==> src/rtl/qea_pkg.sv <==
package qea_pkg;

	// Operation codes carried by each input item.
	typedef enum logic [1:0] {
		FUNC_SAMPLE = 2'd0,
		FUNC_ZERO   = 2'd1,
		FUNC_TAKE   = 2'd2,
		FUNC_NONE   = 2'd3
	} func_t;

	// Register indexes on the configuration port (byte address is 4 times the index).
	localparam logic [1:0] REG_KIND    = 2'd0;
	localparam logic [1:0] REG_TRIGGER = 2'd1;
	localparam logic [1:0] REG_SPEED   = 2'd2;
	localparam logic [1:0] REG_LIMIT   = 2'd3;

	localparam logic [2:0]  KIND_RESET    = 3'd2;
	localparam logic [3:0]  TRIGGER_RESET = 4'd6;
	localparam logic [3:0]  SPEED_RESET   = 4'd3;
	localparam logic [13:0] LIMIT_RESET   = 14'd10000;

	localparam logic [2:0]  KIND_MAX      = 3'd4;
	localparam logic [31:0] DECAY_FAST_MS = 32'd100;
	localparam logic [31:0] DECAY_IDLE_MS = 32'd500;
	localparam logic [31:0] LAST_DETENT_RESET = 32'd500;
	localparam logic [3:0]  COUNT_MAX     = 4'd12;

	localparam logic signed [1:0] DIR_UP   = 2'sb01;
	localparam logic signed [1:0] DIR_DOWN = 2'sb11;

	// Direction of a transition, indexed by {previous code, current code}.
	localparam logic signed [1:0] DIR_TABLE [16] = '{
		2'sb00, 2'sb11, 2'sb01, 2'sb00,
		2'sb01, 2'sb00, 2'sb00, 2'sb11,
		2'sb11, 2'sb00, 2'sb00, 2'sb01,
		2'sb00, 2'sb01, 2'sb11, 2'sb00
	};

	// Bit c set: pin code c is a detent for this encoder kind.
	localparam logic [3:0] DETENT_MASK [5] = '{4'h8, 4'h1, 4'h9, 4'h6, 4'hF};
	localparam logic [1:0] RES_SHIFT   [5] = '{2'd2, 2'd2, 2'd1, 2'd1, 2'd0};

	typedef struct packed {
		logic [2:0]  encoder_kind;
		logic [3:0]  fast_trigger;
		logic [3:0]  fast_speed;
		logic [13:0] position_limit;
	} cfg_t;

	typedef struct packed {
		logic [3:0] detent_count;
		logic [1:0] last_pin_code;
	} stat_t;

endpackage

==> src/rtl/qea_regs.sv <==
module qea_regs (
	input  logic             clk,
	input  logic             arst_n,
	input  logic             psel,
	input  logic             penable,
	input  logic             pwrite,
	input  logic [3:0]       paddr,
	input  logic [31:0]      pwdata,
	output logic [31:0]      prdata,
	output logic             pready,
	output qea_pkg::cfg_t    cfg
);

	qea_pkg::cfg_t cfg_q;
	logic          wr_en;

	assign wr_en  = psel && penable && pwrite;
	assign pready = 1'b1;
	assign cfg    = cfg_q;

	always_ff @(posedge clk or negedge arst_n) begin
		if (!arst_n) begin
			cfg_q.encoder_kind   <= qea_pkg::KIND_RESET;
			cfg_q.fast_trigger   <= qea_pkg::TRIGGER_RESET;
			cfg_q.fast_speed     <= qea_pkg::SPEED_RESET;
			cfg_q.position_limit <= qea_pkg::LIMIT_RESET;
		end else if (wr_en) begin
			case (paddr[3:2])
				qea_pkg::REG_KIND:    cfg_q.encoder_kind   <= pwdata[2:0];
				qea_pkg::REG_TRIGGER: cfg_q.fast_trigger   <= pwdata[3:0];
				qea_pkg::REG_SPEED:   cfg_q.fast_speed     <= pwdata[3:0];
				qea_pkg::REG_LIMIT:   cfg_q.position_limit <= pwdata[13:0];
				default: ;
			endcase
		end
	end

	always_comb begin
		case (paddr[3:2])
			qea_pkg::REG_KIND:    prdata = {29'd0, cfg_q.encoder_kind};
			qea_pkg::REG_TRIGGER: prdata = {28'd0, cfg_q.fast_trigger};
			qea_pkg::REG_SPEED:   prdata = {28'd0, cfg_q.fast_speed};
			qea_pkg::REG_LIMIT:   prdata = {18'd0, cfg_q.position_limit};
			default:              prdata = 32'd0;
		endcase
	end

endmodule

==> src/rtl/qea_core.sv <==
module qea_core (
	input  logic             clk,
	input  logic             arst_n,
	input  logic             en,
	input  logic [1:0]       func,
	input  logic             pin_a,
	input  logic             pin_b,
	input  logic [31:0]      now_ms,
	input  qea_pkg::cfg_t    cfg,
	output logic [15:0]      res_position,
	output logic [31:0]      res_delta,
	output logic             res_moved,
	output qea_pkg::stat_t   stat
);

	logic [1:0]  last_code_q, last_code_n;
	logic [19:0] fine_q, fine_n;
	logic [15:0] detpos_q, detpos_n;
	logic [15:0] last_rep_q, last_rep_n;
	logic [31:0] sum_q, sum_n;
	logic [3:0]  count_q, count_n;
	logic [31:0] last_decay_q, last_decay_n;
	logic [31:0] prev_detent_q, prev_detent_n;
	logic [31:0] last_detent_q, last_detent_n;

	qea_pkg::func_t     func_c;
	logic [1:0]         code_c;
	logic [2:0]         kind_c;
	logic [31:0]        elapsed_decay, elapsed_prev;
	logic [3:0]         speed;
	logic [5:0]         step;
	logic signed [1:0]  dir;
	logic [15:0]        d;
	logic signed [17:0] reach, lim, neg_lim;

	assign func_c = qea_pkg::func_t'(func);
	// The pins are active low; pin_a is bit 0 of the code.
	assign code_c = {~pin_b, ~pin_a};
	assign kind_c = (cfg.encoder_kind > qea_pkg::KIND_MAX) ? qea_pkg::KIND_MAX
		: cfg.encoder_kind;
	assign elapsed_decay = now_ms - last_decay_q;
	assign elapsed_prev  = now_ms - prev_detent_q;
	assign lim     = {4'd0, cfg.position_limit};
	assign neg_lim = -lim;
	assign stat.detent_count  = count_q;
	assign stat.last_pin_code = last_code_q;

	always_comb begin
		last_code_n   = last_code_q;
		fine_n        = fine_q;
		detpos_n      = detpos_q;
		last_rep_n    = last_rep_q;
		sum_n         = sum_q;
		count_n       = count_q;
		last_decay_n  = last_decay_q;
		prev_detent_n = prev_detent_q;
		last_detent_n = last_detent_q;
		res_moved     = 1'b0;
		res_delta     = sum_q;
		speed         = 4'd1;
		step          = 6'd0;
		dir           = 2'sb00;
		d             = 16'd0;
		reach         = 18'sd0;
		case (func_c)
			qea_pkg::FUNC_SAMPLE: begin
				// Acceleration decays one detent per 100 ms, or drops to zero when idle.
				if (elapsed_decay > qea_pkg::DECAY_FAST_MS && count_q > 4'd1) begin
					last_decay_n = now_ms;
					count_n      = count_q - 4'd1;
				end else if (elapsed_prev > qea_pkg::DECAY_IDLE_MS) begin
					last_decay_n = now_ms;
					count_n      = 4'd0;
				end
				if (code_c != last_code_q) begin
					speed = (count_n > cfg.fast_trigger) ? cfg.fast_speed : 4'd1;
					step  = {2'd0, speed} << qea_pkg::RES_SHIFT[kind_c];
					dir   = qea_pkg::DIR_TABLE[{last_code_q, code_c}];
					if (dir == qea_pkg::DIR_UP) begin
						fine_n = fine_q + {14'd0, step};
					end else if (dir == qea_pkg::DIR_DOWN) begin
						fine_n = fine_q - {14'd0, step};
					end
					if (qea_pkg::DETENT_MASK[kind_c][code_c]) begin
						prev_detent_n = last_detent_q;
						last_detent_n = now_ms;
						detpos_n      = fine_n[17:2];
						count_n       = (count_n >= qea_pkg::COUNT_MAX) ? qea_pkg::COUNT_MAX
							: count_n + 4'd1;
					end
					last_code_n = code_c;
				end
				if (detpos_n != last_rep_q) begin
					res_moved  = 1'b1;
					d          = detpos_n - last_rep_q;
					sum_n      = sum_q + {{16{d[15]}}, d};
					reach      = $signed({{2{detpos_n[15]}}, detpos_n})
						+ $signed({d[15], d, 1'b0});
					// The guard wraps the position to zero once it would pass the limit.
					if ((!d[15] && reach > lim) || (d[15] && reach < neg_lim)) begin
						fine_n   = {18'd0, fine_n[1:0]};
						detpos_n = 16'd0;
					end
					last_rep_n = detpos_n;
				end
				res_delta = sum_n;
			end
			qea_pkg::FUNC_ZERO: begin
				fine_n   = {18'd0, fine_q[1:0]};
				detpos_n = 16'd0;
			end
			qea_pkg::FUNC_TAKE: begin
				sum_n = 32'd0;
			end
			default: ;
		endcase
		res_position = detpos_n;
	end

	always_ff @(posedge clk or negedge arst_n) begin
		if (!arst_n) begin
			last_code_q   <= 2'd0;
			fine_q        <= 20'd0;
			detpos_q      <= 16'd0;
			last_rep_q    <= 16'd0;
			sum_q         <= 32'd0;
			count_q       <= 4'd0;
			last_decay_q  <= 32'd0;
			prev_detent_q <= 32'd0;
			last_detent_q <= qea_pkg::LAST_DETENT_RESET;
		end else if (en) begin
			last_code_q   <= last_code_n;
			fine_q        <= fine_n;
			detpos_q      <= detpos_n;
			last_rep_q    <= last_rep_n;
			sum_q         <= sum_n;
			count_q       <= count_n;
			last_decay_q  <= last_decay_n;
			prev_detent_q <= prev_detent_n;
			last_detent_q <= last_detent_n;
		end
	end

endmodule

==> src/rtl/quadrature_encoder_with_acceleration.sv <==
// Quadrature encoder decoder with acceleration. Every input transfer carries one
// operation (sample the pins, zero the position, or take and clear the accumulated
// delta) and yields exactly one result transfer. The block takes one item per clock
// cycle unless the input stalls. An accepted item is held in the input register; when
// it advances, a single pass through the decoder updates its state and loads the
// result into the output register, from which the result transfer is made. A stalled
// result holds the output register, and once the input register is also full the input
// stalls. Configuration registers sit at byte addresses 0, 4, 8 and 12 and should be
// written only while no items are in flight.
module quadrature_encoder_with_acceleration (
	input  logic               clk,
	input  logic               arst_n,
	input  logic               psel,
	input  logic               penable,
	input  logic               pwrite,
	input  logic [3:0]         paddr,
	input  logic [31:0]        pwdata,
	output logic [31:0]        prdata,
	output logic               pready,
	input  logic               in_valid,
	output logic               in_stall,
	input  logic [1:0]         func,
	input  logic               pin_a,
	input  logic               pin_b,
	input  logic [31:0]        now_ms,
	output logic               out_valid,
	input  logic               out_stall,
	output logic signed [15:0] position,
	output logic signed [31:0] delta,
	output logic               moved
);

	qea_pkg::cfg_t  cfg;
	qea_pkg::stat_t stat;

	logic        s1_valid_q;
	logic [1:0]  func_s1;
	logic        pin_a_s1, pin_b_s1;
	logic [31:0] now_s1;
	logic        out_valid_q;
	logic [15:0] res_position;
	logic [31:0] res_delta;
	logic        res_moved;
	logic        advance, load;

	// An item leaves the input register whenever the output register is free or drains.
	assign advance  = s1_valid_q && (!out_valid_q || !out_stall);
	assign in_stall = s1_valid_q && !advance;
	assign load     = in_valid && !in_stall;
	assign out_valid = out_valid_q;

	qea_regs u_regs (
		.clk     (clk),
		.arst_n  (arst_n),
		.psel    (psel),
		.penable (penable),
		.pwrite  (pwrite),
		.paddr   (paddr),
		.pwdata  (pwdata),
		.prdata  (prdata),
		.pready  (pready),
		.cfg     (cfg)
	);

	qea_core u_core (
		.clk          (clk),
		.arst_n       (arst_n),
		.en           (advance),
		.func         (func_s1),
		.pin_a        (pin_a_s1),
		.pin_b        (pin_b_s1),
		.now_ms       (now_s1),
		.cfg          (cfg),
		.res_position (res_position),
		.res_delta    (res_delta),
		.res_moved    (res_moved),
		.stat         (stat)
	);

	always_ff @(posedge clk or negedge arst_n) begin
		if (!arst_n) begin
			s1_valid_q  <= 1'b0;
			out_valid_q <= 1'b0;
		end else begin
			if (load) begin
				s1_valid_q <= 1'b1;
			end else if (advance) begin
				s1_valid_q <= 1'b0;
			end
			if (advance) begin
				out_valid_q <= 1'b1;
			end else if (!out_stall) begin
				out_valid_q <= 1'b0;
			end
		end
	end

	always_ff @(posedge clk) begin
		if (load) begin
			func_s1  <= func;
			pin_a_s1 <= pin_a;
			pin_b_s1 <= pin_b;
			now_s1   <= now_ms;
		end
		if (advance) begin
			position <= res_position;
			delta    <= res_delta;
			moved    <= res_moved;
		end
	end

`ifndef SYNTH
	a_advance_fills_output: assert property (@(posedge clk) disable iff (!arst_n)
		advance |=> out_valid_q)
		else $error("result register not loaded after an item advanced");

	a_stall_needs_item: assert property (@(posedge clk) disable iff (!arst_n)
		in_stall |-> s1_valid_q)
		else $error("input stalled with an empty input register");

	a_count_saturates: assert property (@(posedge clk) disable iff (!arst_n)
		stat.detent_count <= qea_pkg::COUNT_MAX)
		else $error("detent count passed its saturation value");

	a_state_holds_idle: assert property (@(posedge clk) disable iff (!arst_n)
		!advance |=> $stable(stat))
		else $error("decoder state changed without an item");
`endif

endmodule
==> config.mk <==
export PLATFORM = sky130hd
export DESIGN_NAME = quadrature_encoder_with_acceleration
export DESIGN_NICKNAME = d
export VERILOG_FILES = /design/src/rtl/qea_pkg.sv /design/src/rtl/qea_regs.sv /design/src/rtl/qea_core.sv /design/src/rtl/quadrature_encoder_with_acceleration.sv
export SDC_FILE = /design/constraint.sdc
export NUM_CORES = 1
export LEC_CHECK = 0
export BUFFER_PORTS_ARGS = -buffer_cell sky130_fd_sc_hd__buf_4
export CORE_UTILIZATION = 45
export DETAILED_ROUTE_END_ITERATION = 16
export PLACE_DENSITY = 0.67
export SYNTH_ARGS = -nofsm -noshare
export SYNTH_HDL_FRONTEND = slang
export SYNTH_SLANG_ARGS = --single-unit
==> constraint.sdc <==
create_clock -name clk -period 11.6 [get_ports clk]
set_clock_uncertainty 0.1 [all_clocks]
set_input_delay 1.74 -clock clk [delete_from_list [all_inputs] [get_ports clk]]
set_output_delay 1.74 -clock clk [all_outputs]
set_load 0.005 [all_outputs]
==> impl_results.md, run 1 <==
- Final setup vio count: 63
- Crit path time final: 11890 ps
- Violated checks: setup timing
- Num CTS Buffers: 36
- CP max stage cell: o41a_4
- Final hold violations: 0
- Antenna diode count: 0
- RSZ-0062 raised after global routing: yes
- Die H: 221.4 µm
- Post-Route WL: slightly below 70000 µm
- # clock sinks: between 200 and 300
- Vias post-DR: about 21000
- Area share of the largest cell type after synthesis: a little under a quarter
- Total Nets Final: 3300
- Wire length on met2: ~34000 µm
- Buffers on Ports: about 120
- Compound-gate portion of the synthesized area: 20.77%
- # Max-Cap Violations: 0
- Dominant cells by area after synthesis: dfrtp_1 (23%), edfxtp_1 (12%), ha_1 (10%), nand2_1 (4.2%), o21ai_0 (4.1%)
- Fmax: between 80 and 90 MHz
- Fillers: about 3700
- Crit Reg-Reg Startpoint: now_s1[0]$_DFFE_PP_
- Vias in the first global route: 20880
- Post-synthesis mux area share: under 10%
- GRT Residual Overflow: 0
- Drt via density: 5.658
- Arr. time, crit path: ~12000 ps
- Synth Cell Area: 21660 µm²
- Largest family of logic cells by synthesized area: compound AO/OA/AOI/OAI gates
- Post-Route M1 WL: 28950 µm
- Area grow syn2layout: 43.62%
- Fin worst setup slack: -292.4 ps
- HP Start: u_core.last_detent_q[22]$_DFFE_PN0P_
- CP startpoint: now_s1[0]$_DFFE_PP_
- First-pass GRT wire length: roughly 100000 µm
- Root buffer cell: clkbuf_16
- Hold Buf Count CTS: 0
- Yosys cell types: ~100
- Slew @ Worst Pin: around 1200 ps
- Adder-cell share of the synthesized area: between 10% and 20%
- Pin count of the biggest net entering global routing: 95
- Io pins: between 150 and 200
- Post-Synth XOR/XNOR Area: about 4.8%
- CP Launch Type: flop
- GP Congestion: ~0.95
- Per-cell routed wire length: approximately 19 µm
- Initial antenna violation count: 1
- Die area: 49020 µm²
- Critical path capture point type: flop
- Total negative setup slack: -10780 ps
- Number of synthesized register bits: roughly 300
- Final period util: 102.5%
- Storage cell area: slightly below 8000 µm²
- CTS tree: done
- Core Region: 47650 µm²
- Share of cells above drive strength 1: between 40% and 50%
- CP peak stage delay: roughly 540 ps
- Post-DRT Antenna Nets: 0
- Critical path class: reg -> reg
- Post-synth ARST share: a little under three quarters
- Sequential area share after synthesis: a little over a third
- Main flop type after synthesis: dfrtp_1
- Area leader, netlist: dfrtp_1
- Mapped Cells: ~2400
- Post-synth EDFFs: 85
- Syn avg cell area: 9.199 µm²
- Chip Width: approximately 220 µm
- Row count: 80
- Ys Warns: 0
- H-tree depth: 2
- Most frequent CP cell: buf_4
- Drt pass-1 iters: 8
- HPWL after detailed placement: approximately 47000 µm
- Clk slew on worst S/H paths: 60 ps
- CTS Buffer Depth: 3
- DR iter-0 viols: 1205
- Routed length on met3: between 3000 and 4000 µm
- Worst min-delay path class: reg -> reg
- Gr usage total: 26.44%
- DR top layer: met4
- DRC viols: 0
- Initial core utilization: a little under half
- Worst skew pair latency: 560 ps
- Crit Path Max Fanout: 7
- Slew headroom: between 10% and 20%
- Pins Over Slew Limit: 0
- Status: finished with violations
- Simple-gate share of the synthesized area: about 14%
- Worst Path Required: 11980 ps
- Multi-input logic area: 14860 µm²
## cells in the mapped netlist (all sizes together), types with 18 or more instances
| library cell | instances |
|---|---|
| nor3 | 46 |
| o21ai | 201 |
| a21o | 53 |
| and3 | 18 |
| nand3 | 36 |
| mux2i | 26 |
| o31ai | 25 |
| mux2 | 98 |
| a21oi | 159 |
| buf | 42 |
| xnor2 | 81 |
| clkbuf | 76 |
| nor2 | 144 |
| nand2 | 246 |
| and2 | 18 |
| o21a | 29 |
| dfrtp | 195 |
| inv | 173 |
| nor2b | 23 |
| or3 | 20 |
| a22o | 22 |
| nand2b | 24 |
| o21bai | 18 |
| edfxtp | 85 |
| xor2 | 37 |
| nand4 | 26 |
| ha | 177 |
## routing by layer
layer,global-route usage [%],vias to the layer above
li1,-,9843
met1,32.92,10080
met2,45.09,664
met3,3.506,224
met4,13.13,0
met5,0,-
## timing repair
action,4_1_cts,5_1_grt
setup endpoints to repair,81,82
pin swaps,102,137
resized for setup,230,240
gates cloned,1,1
buffers inserted,72,34
## sequential cells by signal, summed over array words and instances, names as in the netlist
| register | cells |
|---|---|
| u_core.count_q | 4 |
| delta | 32 |
| u_core.last_rep_q | 16 |
| u_core.sum_q | 32 |
| u_core.last_detent_q | 32 |
| moved | 1 |
| u_core.prev_detent_q | 32 |
| position | 16 |
| pin_a_s1 | 1 |
| u_regs.cfg | 25 |
| u_core.last_code_q | 2 |
| u_core.fine_q | 18 |
| now_s1 | 32 |
| u_core.last_decay_q | 32 |
| pin_b_s1 | 1 |
| func_s1 | 2 |
| s1_valid_q | 1 |
| out_valid | 1 |
| u_core.detpos_q | 16 |
## worst paths after layout
kind	end	slack (ps)	cells past startpoint
worst max-delay path	u_core.detpos_q[2]$_DFFE_PN0P_	-290	64
worst min-delay path	u_core.prev_detent_q[22]$_DFFE_PN0P_	380	2
worst max register to register	u_core.detpos_q[2]$_DFFE_PN0P_	-290	64
worst min register to register	u_core.prev_detent_q[22]$_DFFE_PN0P_	380	2
max in group asynchronous	u_core.last_code_q[0]$_DFFE_PN0P_	8930	2
min in group asynchronous	u_core.sum_q[24]$_DFFE_PN0P_	1030	1
## kinds of logic after synthesis
kind of cell    count (synthesis)
flops                         296
other cells                     2
mux                           128
simple gates                  651
xor+xnor                      118
compound gates                683
fa+ha+maj                     185
buf+inv                       292
## placed cells by master (no fill, tap or decap), types with 27 or more instances in the layout
| cell | n |
|---|---|
| inv_1 | 163 |
| clkbuf_16 | 38 |
| o21ai_2 | 43 |
| nor3_1 | 38 |
| o21a_1 | 27 |
| nand2_1 | 239 |
| nor2_1 | 129 |
| a21oi_1 | 116 |
| mux2_4 | 27 |
| o21ai_0 | 126 |
| xnor2_1 | 66 |
| xor2_1 | 32 |
| buf_4 | 713 |
| ha_1 | 127 |
| a21o_1 | 52 |
| edfxtp_1 | 85 |
| dfrtp_1 | 195 |
| ha_4 | 44 |
| nand3_1 | 31 |
| mux2_2 | 69 |
| a21oi_2 | 34 |
## critical path, delay by kind of cell, from the launching register on
family          cells  cell delay, ps
compound gates     23            4830
fa+ha+maj           8            2070
buf+inv            16            2030
simple gates       14            2010
flops               1             350
xor+xnor            2             240
mux                 1             160
## cell type report
class / instances / share of cell area, %
multi-input combinational: 1784 / 47.76
clock buffer: 49 / 3.249
inverter: 174 / 2.099
sequential: 296 / 25.24
clock inverter: 15 / 0.6032
timing repair buffer: 745 / 18.58
tap: 615 / 2.473
## stage by stage
step	hold slack [ps]	setup slack [ps]	utilization (%)	area [µm²]	cells
finish	379.7	-292.4	65.30	31110	3678
global route	399.3	-722.5	65.30	31110	3678
CTS	380.1	1.107	62.34	29700	3646
detailed placement	368.1	-1283	56.13	26740	3511
global placement	357.9	-1082	56.13	26740	3511
floorplan	346.0	159.9	-	21730	2372
Power of run 1 is left out: the tool's default activity adds up to more than one toggle a clock period on the data nets, which glitch-free logic cannot reach.
==> run 2, diff against run 1 <==
--- a/config.mk
+++ b/config.mk
@@ -5,10 +5,10 @@
 export SDC_FILE = /design/constraint.sdc
 export NUM_CORES = 1
 export LEC_CHECK = 0
-export BUFFER_PORTS_ARGS = -buffer_cell sky130_fd_sc_hd__buf_4
 export CORE_UTILIZATION = 45
 export DETAILED_ROUTE_END_ITERATION = 16
-export PLACE_DENSITY = 0.67
+export DONT_BUFFER_PORTS = 1
+export PLACE_DENSITY = 0.64
 export SYNTH_ARGS = -nofsm -noshare
 export SYNTH_HDL_FRONTEND = slang
 export SYNTH_SLANG_ARGS = --single-unit
==> impl_results.md, run 2 (synthesized netlist as in run 1, its figures left out) <==
- Die area: 49020 µm² (unchanged)
- DR iter-0 viols: 1063 (-12%)
- Hold Buf Count CTS: 0 (unchanged)
- Total Nets Final: 3133 (-5.1%)
- RSZ-0062 raised after global routing: yes
- Drt pass-1 iters: 5 (-3)
- Chip Width: 221.4 µm (unchanged)
- Row count: 80 (unchanged)
- Buffers on Ports: 0 (-100%)
- Critical path class: reg -> reg
- Most common cell after layout, fill and taps aside: buf_4
- Violated checks: setup timing
- Arr. time, crit path: 12320 ps (+40 ps)
- Fin worst setup slack: -345.9 ps (-53.44 ps)
- Post-Route WL: 64790 µm (-6.5%)
- Post-DRT Antenna Nets: 0 (unchanged)
- CP Launch Type: flop
- Fmax: 83.71 MHz (-0.45%)
- GP Congestion: 0.9678 (+1.6%)
- Clk slew on worst S/H paths: 60 ps (about the same)
- CP peak stage delay: 500 ps (-40 ps)
- Vias in the first global route: 19660 (-5.9%)
- Worst Path Required: 11980 ps (about the same)
- First-pass GRT wire length: 100500 µm (-4.0%)
- Worst min-delay path class: reg -> reg
- Hold Slack: 379.6 ps (-0.05800 ps)
- Root buffer cell: clkbuf_16
- Initial core utilization: 45.47% (unchanged)
- Critical path capture point type: flop
- Initial antenna violation count: 1 (unchanged)
- CTS tree: done
- Fillers: 3909 (+6.3%)
- # clock sinks: 296 (unchanged)
- Final period util: 103.0% (+0.46 points)
- Gr usage total: 25.37% (-1.1 points)
- # Max-Cap Violations: 0 (unchanged)
- CTS Buffer Depth: 3 (unchanged)
- Share of cells above drive strength 1: 36.77% (-4.7 points)
- Pin count of the biggest net entering global routing: 212 (+120%)
- GRT Residual Overflow: 0 (unchanged)
- Antenna diode count: 0 (unchanged)
- Final core occ: 61.64% (-3.7 points)
- Num CTS Buffers: 36 (unchanged)
- Area grow syn2layout: 35.57%
- Worst skew pair latency: 560 ps (about the same)
- Status: finished with violations
- HPWL after detailed placement: 45920 µm (-2.2%)
- Slew headroom: 9.166% (-8.0 points)
- Per-cell routed wire length: 18.45 µm (-2.1%)
- Io pins: 163 (unchanged)
- Crit path time final: 11950 ps (+53.44 ps)
- Most frequent cells in the layout: buf_4 (554), nand2_1 (240), dfrtp_1 (195)
- Final setup vio count: 64 (+1.6%)
- DRC viols: 0 (unchanged)
- Slew @ Worst Pin: 1353 ps (+111.2 ps)
- CP max stage cell: o41a_4
- Final hold violations: 0 (unchanged)
- Pins Over Slew Limit: 0 (unchanged)
- Vias post-DR: 19610 (-5.8%)
- Drt via density: 5.584 (-1.3%)
- Crit Path Max Fanout: 8 (+1)
- H-tree depth: 2 (unchanged)
- Die H: 221.4 µm (unchanged)
- Core Region: 47650 µm² (unchanged)
==> run 2: per-stage QoR <==
| stage | area [µm²] | instances | TNS, ps | setup slack [ps] |
|---|---|---|---|---|
| global route | 29370 | 3511 | -44060 | -786.4 |
| detailed placement | 25670 | 3367 | -80020 | -1287 |
| CTS | 28090 | 3477 | -47.30 | -8.875 |
| floorplan | 21730 | 2372 | 0 | 159.9 |
| global placement | 25670 | 3367 | -56370 | -989.2 |
| finish | 29370 | 3511 | -13820 | -345.9 |
==> run 2: final cells by class <==
class | count | area, µm² | area share (%)
Multi-Input combinational cell | 1784 | 14480 | 49.31
Sequential cell | 296 | 7853 | 26.74
Tap cell | 615 | 769.5 | 2.620
Timing Repair Buffer | 578 | 4483 | 15.26
Inverter | 174 | 653.1 | 2.224
Clock inverter | 17 | 135.1 | 0.4601
Clock buffer | 47 | 994.7 | 3.387
==> run 2: critical path: cells and delay by family, from the launching register on <==
kind	cells	cell delay, ps
buffers and inverters	6	810
and+or+nand+nor	19	2890
muxes	1	150
adders and majority gates	9	2470
AOI/OAI and AO/OA	25	4540
xor gates and xnor gates	3	430
DFF	1	420
==> run 2: worst paths after layout <==
check / from / to / slack [ps] / depth (start not counted)
max in group asynchronous: arst_n / u_core.sum_q[21]$_DFFE_PN0P_ / 9710 / 0
min in group asynchronous: arst_n / u_core.sum_q[23]$_DFFE_PN0P_ / 800 / 0
worst max-delay path: u_core.last_decay_q[0]$_DFFE_PN0P_ / u_core.detpos_q[5]$_DFFE_PN0P_ / -350 / 63
worst min-delay path: u_core.last_detent_q[11]$_DFFE_PN0P_ / u_core.prev_detent_q[11]$_DFFE_PN0P_ / 380 / 2
worst max register to register: u_core.last_decay_q[0]$_DFFE_PN0P_ / u_core.detpos_q[5]$_DFFE_PN0P_ / -350 / 63
worst min register to register: u_core.last_detent_q[11]$_DFFE_PN0P_ / u_core.prev_detent_q[11]$_DFFE_PN0P_ / 380 / 2
==> run 2: per-layer routing <==
metal  vias up  GRT usage, %  share of wire [%]
met4         2         8.109                2.7
met2       434         44.32                 50
li1       9507             -                  -
met3       113         4.767                4.6
met5         -             0              0.017
met1      9551         31.53                 43
==> run 2: timing repair <==
action | CTS | global route
pin swaps | 108 | 107
gates resized for setup | 173 | 223
cloned | 1 | 1
setup endpoints to repair | 84 | 89
setup buffers | 46 | 38
Power of run 2 is left out for the same reason.
